[src/mdc22_pkg.sv]
package mdc22_pkg;

  // input kind codes
  localparam logic [1:0] KIND_READ  = 2'd0;
  localparam logic [1:0] KIND_WRITE = 2'd1;
  localparam logic [1:0] KIND_TICK  = 2'd2;

  // stream widths
  localparam int IN_DATA_W  = 32;
  localparam int IN_USER_W  = 2;
  localparam int OUT_DATA_W = 24;

  // frame field sizes
  localparam int ADDR_W   = 5;
  localparam int HEADER_W = 2 * ADDR_W;
  localparam int DATA_W   = 16;

  // queue between front and back
  localparam int QUEUE_DEPTH = 2;

  // classified command
  typedef enum logic [1:0] {
    CMD_START = 2'd0,
    CMD_TICK  = 2'd1,
    CMD_IDLE  = 2'd2
  } cmd_t;

  // one classified item
  typedef struct packed {
    cmd_t                cmd;
    logic                is_write;
    logic [HEADER_W-1:0] header;
    logic [DATA_W-1:0]   wdata;
    logic                sample;
  } item_t;

  // one result item
  typedef struct packed {
    logic              mdio_out;
    logic              mdio_drive_enable;
    logic              busy_res;
    logic              done_res;
    logic [DATA_W-1:0] read_data;
    logic              rejected;
  } res_t;

endpackage

[src/mdc22_front.sv]
module mdc22_front
  import mdc22_pkg::*;
(
  input  logic                 clk,
  input  logic                 rst_n,
  input  logic                 in_tvalid,
  output logic                 in_tready,
  // phy_address[4:0], register_address[9:5], write_data[25:10], mdio_in[26]
  input  logic [IN_DATA_W-1:0] in_tdata,
  // kind[1:0]
  input  logic [IN_USER_W-1:0] in_tuser,
  output item_t                item_o,
  output logic                 item_valid_o,
  input  logic                 item_ready_i
);

  logic  front_valid_r;
  logic  front_valid_nxt;
  item_t item_r;
  item_t item_nxt;
  logic  accept;

  assign in_tready = !front_valid_r || item_ready_i;
  assign accept    = in_tvalid && in_tready;

  // classify the item and unpack its fields
  always_comb begin
    item_nxt.is_write = 1'b0;
    unique case (in_tuser) inside
      KIND_READ, KIND_WRITE: begin
        item_nxt.cmd      = CMD_START;
        item_nxt.is_write = (in_tuser == KIND_WRITE);
      end
      KIND_TICK: item_nxt.cmd = CMD_TICK;
      default:   item_nxt.cmd = CMD_IDLE;
    endcase
    item_nxt.header = {in_tdata[ADDR_W-1:0], in_tdata[HEADER_W-1:ADDR_W]};
    item_nxt.wdata  = in_tdata[HEADER_W+DATA_W-1:HEADER_W];
    item_nxt.sample = in_tdata[HEADER_W+DATA_W];
  end

  // holding stage toward the queue
  always_comb begin
    front_valid_nxt = front_valid_r;
    if (accept) begin
      front_valid_nxt = 1'b1;
    end else if (item_ready_i) begin
      front_valid_nxt = 1'b0;
    end
  end

  always_ff @(posedge clk) begin
    if (!rst_n) begin
      front_valid_r <= 1'b0;
    end else begin
      front_valid_r <= front_valid_nxt;
    end
  end

  always_ff @(posedge clk) begin
    if (accept) begin
      item_r <= item_nxt;
    end
  end

  assign item_o       = item_r;
  assign item_valid_o = front_valid_r;

endmodule

[src/mdc22_queue.sv]
module mdc22_queue
  import mdc22_pkg::*;
(
  input  logic  clk,
  input  logic  rst_n,
  input  item_t push_item_i,
  input  logic  push_valid_i,
  output logic  push_ready_o,
  output item_t pop_item_o,
  output logic  pop_valid_o,
  input  logic  pop_ready_i
);

  localparam int PTR_W = $clog2(QUEUE_DEPTH);
  localparam int CNT_W = $clog2(QUEUE_DEPTH + 1);

  item_t            entry_r [QUEUE_DEPTH];
  logic [PTR_W-1:0] wr_ptr_r;
  logic [PTR_W-1:0] wr_ptr_nxt;
  logic [PTR_W-1:0] rd_ptr_r;
  logic [PTR_W-1:0] rd_ptr_nxt;
  logic [CNT_W-1:0] count_r;
  logic [CNT_W-1:0] count_nxt;
  logic             push;
  logic             pop;

  assign push_ready_o = (count_r != CNT_W'(QUEUE_DEPTH));
  assign pop_valid_o  = (count_r != '0);
  assign push         = push_valid_i && push_ready_o;
  assign pop          = pop_valid_o && pop_ready_i;
  assign pop_item_o   = entry_r[rd_ptr_r];

  // pointer and fill count update
  always_comb begin
    wr_ptr_nxt = wr_ptr_r;
    rd_ptr_nxt = rd_ptr_r;
    count_nxt  = count_r;
    if (push) begin
      wr_ptr_nxt = (wr_ptr_r == PTR_W'(QUEUE_DEPTH - 1)) ? '0 : wr_ptr_r + 1'b1;
    end
    if (pop) begin
      rd_ptr_nxt = (rd_ptr_r == PTR_W'(QUEUE_DEPTH - 1)) ? '0 : rd_ptr_r + 1'b1;
    end
    if (push && !pop) begin
      count_nxt = count_r + 1'b1;
    end else if (pop && !push) begin
      count_nxt = count_r - 1'b1;
    end
  end

  always_ff @(posedge clk) begin
    if (!rst_n) begin
      wr_ptr_r <= '0;
      rd_ptr_r <= '0;
      count_r  <= '0;
    end else begin
      wr_ptr_r <= wr_ptr_nxt;
      rd_ptr_r <= rd_ptr_nxt;
      count_r  <= count_nxt;
    end
  end

  // entry storage
  always_ff @(posedge clk) begin
    if (push) begin
      entry_r[wr_ptr_r] <= push_item_i;
    end
  end

`ifndef ASSERT_OFF
  a_count_bound: assert property (@(posedge clk) disable iff (!rst_n)
    count_r <= CNT_W'(QUEUE_DEPTH))
    else $error("queue count above depth");

  a_count_up: assert property (@(posedge clk) disable iff (!rst_n)
    push && !pop |=> count_r == $past(count_r) + 1'b1)
    else $error("queue count missed a push");

  a_ptr_gap: assert property (@(posedge clk) disable iff (!rst_n)
    count_r == '0 |-> wr_ptr_r == rd_ptr_r)
    else $error("queue pointers apart while empty");
`endif

endmodule

[src/mdc22_back.sv]
module mdc22_back
  import mdc22_pkg::*;
#(
  parameter int PREAMBLE_BITS = 32
) (
  input  logic                  clk,
  input  logic                  rst_n,
  input  item_t                 item_i,
  input  logic                  item_valid_i,
  output logic                  item_ready_o,
  output logic                  out_tvalid,
  input  logic                  out_tready,
  // mdio_out[0], mdio_drive_enable[1], busy_res[2], read_data[18:3]
  output logic [OUT_DATA_W-1:0] out_tdata,
  // done_res
  output logic                  out_tlast,
  // rejected
  output logic                  out_tuser
);

  localparam int POS_W = $clog2(PREAMBLE_BITS + 33);
  localparam logic [POS_W-1:0] P_START0  = POS_W'(PREAMBLE_BITS);
  localparam logic [POS_W-1:0] P_START1  = POS_W'(PREAMBLE_BITS + 1);
  localparam logic [POS_W-1:0] P_OP0     = POS_W'(PREAMBLE_BITS + 2);
  localparam logic [POS_W-1:0] P_OP1     = POS_W'(PREAMBLE_BITS + 3);
  localparam logic [POS_W-1:0] P_ADDR    = POS_W'(PREAMBLE_BITS + 4);
  localparam logic [POS_W-1:0] P_TA0     = POS_W'(PREAMBLE_BITS + 14);
  localparam logic [POS_W-1:0] P_TA1     = POS_W'(PREAMBLE_BITS + 15);
  localparam logic [POS_W-1:0] P_DATA    = POS_W'(PREAMBLE_BITS + 16);
  localparam logic [POS_W-1:0] P_LAST_RD = POS_W'(PREAMBLE_BITS + 31);
  localparam logic [POS_W-1:0] P_LAST_WR = POS_W'(PREAMBLE_BITS + 32);

  logic                busy_r;
  logic                busy_nxt;
  logic                is_write_r;
  logic                is_write_nxt;
  logic [POS_W-1:0]    pos_r;
  logic [POS_W-1:0]    pos_nxt;
  logic [HEADER_W-1:0] header_r;
  logic [HEADER_W-1:0] header_nxt;
  logic [DATA_W-1:0]   shift_r;
  logic [DATA_W-1:0]   shift_nxt;
  logic                out_valid_r;
  logic                out_valid_nxt;
  res_t                res_r;
  res_t                res;
  logic                pop;
  logic [POS_W-1:0]    last_pos;
  logic [POS_W-1:0]    hdr_off;
  logic [POS_W-1:0]    dat_off;
  logic [3:0]          hdr_idx;
  logic [3:0]          dat_idx;

  assign item_ready_o = !out_valid_r || out_tready;
  assign pop          = item_valid_i && item_ready_o;

  assign last_pos = is_write_r ? P_LAST_WR : P_LAST_RD;
  assign hdr_off  = pos_r - P_ADDR;
  assign dat_off  = pos_r - P_DATA;
  assign hdr_idx  = 4'(HEADER_W - 1) - hdr_off[3:0];
  assign dat_idx  = ~dat_off[3:0];

  // frame engine: one step per item
  always_comb begin
    busy_nxt     = busy_r;
    is_write_nxt = is_write_r;
    pos_nxt      = pos_r;
    header_nxt   = header_r;
    shift_nxt    = shift_r;
    res          = '0;
    unique case (item_i.cmd)
      CMD_START: begin
        if (busy_r) begin
          res.rejected = 1'b1;
        end else begin
          busy_nxt     = 1'b1;
          is_write_nxt = item_i.is_write;
          pos_nxt      = '0;
          header_nxt   = item_i.header;
          shift_nxt    = item_i.is_write ? item_i.wdata : '0;
        end
      end
      CMD_TICK: begin
        if (busy_r) begin
          // bit driven in this period
          if (pos_r < P_START0) begin
            res.mdio_drive_enable = 1'b1;
            res.mdio_out          = 1'b1;
          end else if (pos_r == P_START0) begin
            res.mdio_drive_enable = 1'b1;
          end else if (pos_r == P_START1) begin
            res.mdio_drive_enable = 1'b1;
            res.mdio_out          = 1'b1;
          end else if (pos_r == P_OP0) begin
            res.mdio_drive_enable = 1'b1;
            res.mdio_out          = !is_write_r;
          end else if (pos_r == P_OP1) begin
            res.mdio_drive_enable = 1'b1;
            res.mdio_out          = is_write_r;
          end else if (pos_r < P_TA0) begin
            res.mdio_drive_enable = 1'b1;
            res.mdio_out          = header_r[hdr_idx];
          end else if (is_write_r) begin
            if (pos_r == P_TA0) begin
              res.mdio_drive_enable = 1'b1;
              res.mdio_out          = 1'b1;
            end else if (pos_r == P_TA1) begin
              res.mdio_drive_enable = 1'b1;
            end else if (pos_r < P_LAST_WR) begin
              res.mdio_drive_enable = 1'b1;
              res.mdio_out          = shift_r[dat_idx];
            end
          end else if (pos_r >= P_TA1 && pos_r < P_LAST_RD) begin
            // read data comes in msb first
            shift_nxt = {shift_r[DATA_W-2:0], item_i.sample};
          end
          // frame end
          if (pos_r >= last_pos) begin
            res.done_res = 1'b1;
            if (!is_write_r) begin
              res.read_data = shift_r;
            end
            busy_nxt = 1'b0;
            pos_nxt  = '0;
          end else begin
            pos_nxt = pos_r + 1'b1;
          end
        end
      end
      default: ;
    endcase
    res.busy_res = busy_nxt;
  end

  // output register
  always_comb begin
    out_valid_nxt = out_valid_r;
    if (pop) begin
      out_valid_nxt = 1'b1;
    end else if (out_tready) begin
      out_valid_nxt = 1'b0;
    end
  end

  always_ff @(posedge clk) begin
    if (!rst_n) begin
      busy_r      <= 1'b0;
      pos_r       <= '0;
      out_valid_r <= 1'b0;
    end else begin
      out_valid_r <= out_valid_nxt;
      if (pop) begin
        busy_r <= busy_nxt;
        pos_r  <= pos_nxt;
      end
    end
  end

  always_ff @(posedge clk) begin
    if (pop) begin
      is_write_r <= is_write_nxt;
      header_r   <= header_nxt;
      shift_r    <= shift_nxt;
      res_r      <= res;
    end
  end

  assign out_tvalid = out_valid_r;
  assign out_tdata  = {(OUT_DATA_W - DATA_W - 3)'(0), res_r.read_data, res_r.busy_res,
                       res_r.mdio_drive_enable, res_r.mdio_out};
  assign out_tlast  = res_r.done_res;
  assign out_tuser  = res_r.rejected;

`ifndef ASSERT_OFF
  a_pos_bound: assert property (@(posedge clk) disable iff (!rst_n)
    busy_r |-> pos_r <= last_pos)
    else $error("bit position past frame end");

  a_idle_pos: assert property (@(posedge clk) disable iff (!rst_n)
    !busy_r |-> pos_r == '0)
    else $error("bit position not cleared while idle");

  a_frame_end: assert property (@(posedge clk) disable iff (!rst_n)
    pop && item_i.cmd == CMD_TICK && busy_r && pos_r == last_pos
    |=> !busy_r && out_valid_r && res_r.done_res)
    else $error("frame did not end on its last bit");

  a_rdata_done: assert property (@(posedge clk) disable iff (!rst_n)
    out_valid_r && res_r.read_data != '0 |-> res_r.done_res && !res_r.busy_res)
    else $error("read data outside a finished frame");
`endif

endmodule

[src/mdio_clause22_master.sv]
// Clause 22 MDIO management master driven one MDC period at a time. An item
// on tuser kind 0 or 1 starts a read or write frame with the PHY address,
// register address and write data from tdata; kind 2 is one MDC period, and
// its result tells what to drive on MDIO for that period (mdio_out, drive
// enable) while mdio_in in the same item is the level sampled at that
// period's rising MDC edge. A write frame takes PREAMBLE_BITS+33 periods, a
// read PREAMBLE_BITS+32; read data comes with tlast (done) on the last
// period, and a start while a frame runs is answered with tuser (rejected).
// Every item gives exactly one result. The block takes one item per clock
// while out_tready does not stall the output; an item passes the front
// classify stage, the two-entry queue and the frame engine with its output
// register, and the frame engine, taking one step per item, sets that rate.
module mdio_clause22_master
  import mdc22_pkg::*;
#(
  parameter int PREAMBLE_BITS = 32
) (
  input  logic                  clk,
  input  logic                  rst_n,
  input  logic                  in_tvalid,
  output logic                  in_tready,
  // phy_address[4:0], register_address[9:5], write_data[25:10], mdio_in[26]
  input  logic [IN_DATA_W-1:0]  in_tdata,
  // kind[1:0]
  input  logic [IN_USER_W-1:0]  in_tuser,
  output logic                  out_tvalid,
  input  logic                  out_tready,
  // mdio_out[0], mdio_drive_enable[1], busy_res[2], read_data[18:3]
  output logic [OUT_DATA_W-1:0] out_tdata,
  // done_res
  output logic                  out_tlast,
  // rejected
  output logic                  out_tuser
);

  item_t front_item;
  logic  front_valid;
  logic  front_ready;
  item_t q_item;
  logic  q_valid;
  logic  q_ready;

  // accept and classify
  mdc22_front u_front (
    .clk          (clk),
    .rst_n        (rst_n),
    .in_tvalid    (in_tvalid),
    .in_tready    (in_tready),
    .in_tdata     (in_tdata),
    .in_tuser     (in_tuser),
    .item_o       (front_item),
    .item_valid_o (front_valid),
    .item_ready_i (front_ready)
  );

  // decoupling queue
  mdc22_queue u_queue (
    .clk          (clk),
    .rst_n        (rst_n),
    .push_item_i  (front_item),
    .push_valid_i (front_valid),
    .push_ready_o (front_ready),
    .pop_item_o   (q_item),
    .pop_valid_o  (q_valid),
    .pop_ready_i  (q_ready)
  );

  // frame engine
  mdc22_back #(
    .PREAMBLE_BITS (PREAMBLE_BITS)
  ) u_back (
    .clk          (clk),
    .rst_n        (rst_n),
    .item_i       (q_item),
    .item_valid_i (q_valid),
    .item_ready_o (q_ready),
    .out_tvalid   (out_tvalid),
    .out_tready   (out_tready),
    .out_tdata    (out_tdata),
    .out_tlast    (out_tlast),
    .out_tuser    (out_tuser)
  );

endmodule
[config.mk]
export PLATFORM = sky130hd
export DESIGN_NAME = mdio_clause22_master
export DESIGN_NICKNAME = d
export VERILOG_FILES = /design/src/mdc22_pkg.sv /design/src/mdc22_front.sv /design/src/mdc22_queue.sv /design/src/mdc22_back.sv /design/src/mdio_clause22_master.sv
export SDC_FILE = /design/constraint.sdc
export NUM_CORES = 1
export LEC_CHECK = 0
export BUFFER_PORTS_ARGS = -buffer_cell sky130_fd_sc_hd__clkbuf_2
export CORE_ASPECT_RATIO = 0.6
export CORE_UTILIZATION = 50
export DETAILED_ROUTE_END_ITERATION = 7
export PLACE_DENSITY = 0.77
export SYNTH_ARGS = -nofsm -noshare
export SYNTH_HDL_FRONTEND = slang
export SYNTH_SLANG_ARGS = --single-unit
[constraint.sdc]
create_clock -name clk -period 3 [get_ports clk]
set_input_delay 0.3 -clock clk [delete_from_list [all_inputs] [get_ports clk]]
set_output_delay 0.3 -clock clk [all_outputs]
set_load 0.02 [all_outputs]
==> qor.log <==
[clocking] maximum buffer depth of the clock tree 2
[logic_synthesis] post-synth top area cell sky130_fd_sc_hd__edfxtp_1
[place] Final Wtd Congestion 0.876
[sta] transition time of the tightest slew-check pin 0.714 ns
[hold_path] hold wc startpoint in_tdata[7]
[cells_and_area] growth of design area from synthesis to finish 16.6%
[floorplan] area of the die 13000 µm²
[logic_synthesis] post-synth cell types 53
[floorplan] starting utilization of the core area 0.516
[global_route] GRT Residual Overflow 0
[sta] Setup TNS Final 0 ns
[logic_synthesis] share of the synthesized area in the top cell type 0.661
[place] post-placement cell count 602
[floorplan] die outline width 147 µm
[status] result of the run complete, no violations
[floorplan] number of placed I/O pins 66
[worst_setup_path] Stages on worst setup path 8
[worst_setup_path] Reg2Reg Setup Slack 0.44 ns
[place] Setup Slack @ Placement 0.447 ns
[logic_synthesis] synthesized netlist cell count 388
[place] post-detail-place hpwl 7050 µm
[worst_setup_path] series of cell instances along the critical path inv_1 > ha_1 > nand2b_1 > a21o_1 > a21o_1 > a31oi_4 > a31oi_4 > a211oi_1
[sta] Max Clock Skew 0.00692 ns
[worst_setup_path] origin of the critical flop-to-flop path u_back.pos_r[0]
[worst_setup_path] worst setup path startpoint u_back.pos_r[0]
[route] via density per instance 5.24
[logic_synthesis] Synth Warn # 0
[sta] Fin. Hold Viols 0
[cells_and_area] total number of nets in the final design 509
[sta] worst hold slack 0.0514 ns
[sta] Relative slew margins 0.524
[logic_synthesis] portion of the post-synthesis area used by sequential elements 0.709
[pwr] Leakage Power 2.66 nW
[worst_setup_path] critical path data arrival time 2.88 ns
[worst_setup_path] delay contributed by the slowest stage of the critical path 0.62 ns
[worst_setup_path] worst reg2reg endpoint u_back.pos_r[1]
[global_route] initial antenna violation count 0
[logic_synthesis] register bit total from synthesis 153
[place] # port buffers 55
[route] first-pass iteration count of the detailed router 5
[cells_and_area] filler instances 889
[job] max-capacitance violation count 0
[worst_setup_path] required time at the endpoint of the critical path 3.32 ns
[worst_setup_path] buffer and inverter count on the worst path 1
[logic_synthesis] Avg Inst Size Synth 16.1 µm²
[route] iteration-0 DRC count of the detailed router 278
[clocking] TritonCTS clock tree built
[route] antenna-violating nets left 0
[logic_synthesis] most used standard cell by instance count after synthesis sky130_fd_sc_hd__edfxtp_1
[logic_synthesis] asr flop ratio synth 0
[clocking] clock edge transition at the registers on the reported setup and hold paths 0.06 ns
[worst_setup_path] R2R cell count 8
[cells_and_area] share of post-route cells with drive strength above 1 0.267
[worst_setup_path] startpoint kind of the worst setup timing path flop
[sta] setup repair after global routing missed its margin false
[cells_and_area] Antenna diodes 0
[clocking] # resized after CTS 0
[clocking] clock network latency to the later pin of the worst-skew pair 0.42 ns
[clocking] TritonCTS Buffers 17
[worst_setup_path] worst-path fanout max 10
[cells_and_area] final core occ 0.602
[sta] minimum clock period 2.56 ns
[clocking] hold buffers post-CTS 0
[worst_setup_path] largest delay contributor family on the critical path compound AO/OA/AOI/OAI gates
[global_route] via count of the first global-routing pass 3232
[clocking] H-tree lvl count 4
[clocking] number of sinks driven by the clock tree 153
[worst_setup_path] critical path capture point u_back.pos_r[1]
[pwr] power per standard cell area 859 nW/µm²
[worst_setup_path] Crit. End Element flop
[hold_path] Min-Delay Path Class in2reg
[route] DRC violation count after routing 0
[global_route] combined global-route utilization of all metal layers 0.178
[pwr] Max rail drop VDD 0.522 mV
[floorplan] total core area 12100 µm²
[sta] final setup slack of the worst path 0.435 ns
[clocking] root buffer selected by CTS sky130_fd_sc_hd__clkbuf_16
[sta] Max Fclk 0.390 GHz
[clocking] setup fix buffers added after clock tree synthesis 0
[floorplan] number of rows created at floorplan 31
[hold_path] number of cells on the worst hold path 1
[route] final WL 10500 µm
[logic_synthesis] largest cells by area after synthesis sky130_fd_sc_hd__edfxtp_1 (66%), sky130_fd_sc_hd__dfxtp_1 (4.8%), sky130_fd_sc_hd__mux2i_1 (3.0%)
[worst_setup_path] type of the setup path with the least slack reg2reg
[global_route] pin count of the biggest net entering global routing 33
[logic_synthesis] prevailing post-synth register cell sky130_fd_sc_hd__edfxtp_1
[cells_and_area] final std cells w/o fill 634
[logic_synthesis] Post-synth EDFFs 138
[route] routed length per instance 16.5 µm
[logic_synthesis] most frequent cells after synthesis sky130_fd_sc_hd__edfxtp_1 (138), sky130_fd_sc_hd__nand2_1 (24), sky130_fd_sc_hd__and2_1 (22), sky130_fd_sc_hd__mux2i_1 (19), sky130_fd_sc_hd__o31ai_1 (16)
[sta] final setup vio count 0
[sta] final number of max-transition violations 0
[worst_setup_path] critical-path cell with the highest stage delay sky130_fd_sc_hd__dfxtp_1
[logic_synthesis] synthesized cell area 6270 µm²
[route] vias after detailed routing 3322
[floorplan] Die Y 88.7 µm
[sta] final worst path period share 0.855
[global_route] global-route wire length before repair 16800 µm
-- report_power, final --
part           internal [mW]  total (mW)  leakage [nW]  switching (mW)
Clock                   1.18        2.07         0.283           0.899
Combinational          0.501        1.26         0.960           0.764
Sequential              2.74        2.94          1.42           0.197
Total                   4.42        6.28          2.66            1.86
-- registers in the layout, summed over array words and instances (netlist names), named ones only --
name,flops
u_back.out_tlast,1
u_queue.wr_ptr_r,1
u_back.busy_r,1
u_queue.rd_ptr_r,1
u_back.out_tuser,1
u_back.header_r,10
u_queue.entry_r,60
u_back.shift_r,16
u_back.is_write_r,1
u_back.pos_r,7
u_back.out_tvalid,1
u_front.item_valid_o,1
u_back.out_tdata,19
u_queue.count_r,2
u_front.item_o,30
-- how the worst min path moves through the flow --
stage	endpoint
finish	u_front.item_o[19]
CTS	u_front.item_o[26]
floorplan	u_front.item_o[0]
detailed placement	u_queue.entry_r[1][23]
global placement	u_queue.entry_r[0][23]
global route	u_front.item_o[26]
-- per-stage QoR --
step                power [mW]  instance area [µm²]
CTS                       6.34                 7310
global placement          4.19                 6720
finish                    6.28                 7310
global route              6.58                 7310
detailed placement        4.25                 6720
floorplan                 3.88                 6280
-- routing by layer --
layer,vias up,wire length [µm],GRT usage
met5,-,0,0
met4,0,102,0.0748
met3,10,659,0.0562
met2,123,4430,0.257
met1,1595,5280,0.253
li1,1594,-,-
-- layout by cell type, fill, tap and decap left out, drive strengths merged, types with 14 or more instances in the layout --
| cell type | n |
|---|---|
| mux2i | 21 |
| nor2 | 14 |
| edfxtp | 138 |
| inv | 22 |
| clkbuf | 72 |
| ha | 15 |
| o31ai | 16 |
| nand2 | 25 |
| and2 | 22 |
| dfxtp | 15 |
-- final cells by class --
cell class                      instances  area [µm²]  area share
Sequential cell                       153        4440       0.608
Multi-Input combinational cell        207        1680       0.230
Clock buffer                           17         425      0.0582
Timing Repair Buffer                   63         335      0.0459
Tap cell                              165         206      0.0283
Clock inverter                         15         159      0.0218
Inverter                               14        52.6     0.00719
-- cell families (layout without fill, tap and decap cells) --
family,Yosys count,in the layout,synth area share
flip-flops,153,153,0.709
AND/OR/NAND/NOR,87,87,0.0759
AO/OA/AOI/OAI,50,50,0.0635
multiplexers,39,39,0.0793
buffers and inverters,32,109,0.0250
adder cells (fa/ha/maj),15,15,0.0300
XOR/XNOR,11,11,0.0166
other,1,5,0.000598
Power figures use the tool's default switching activity.
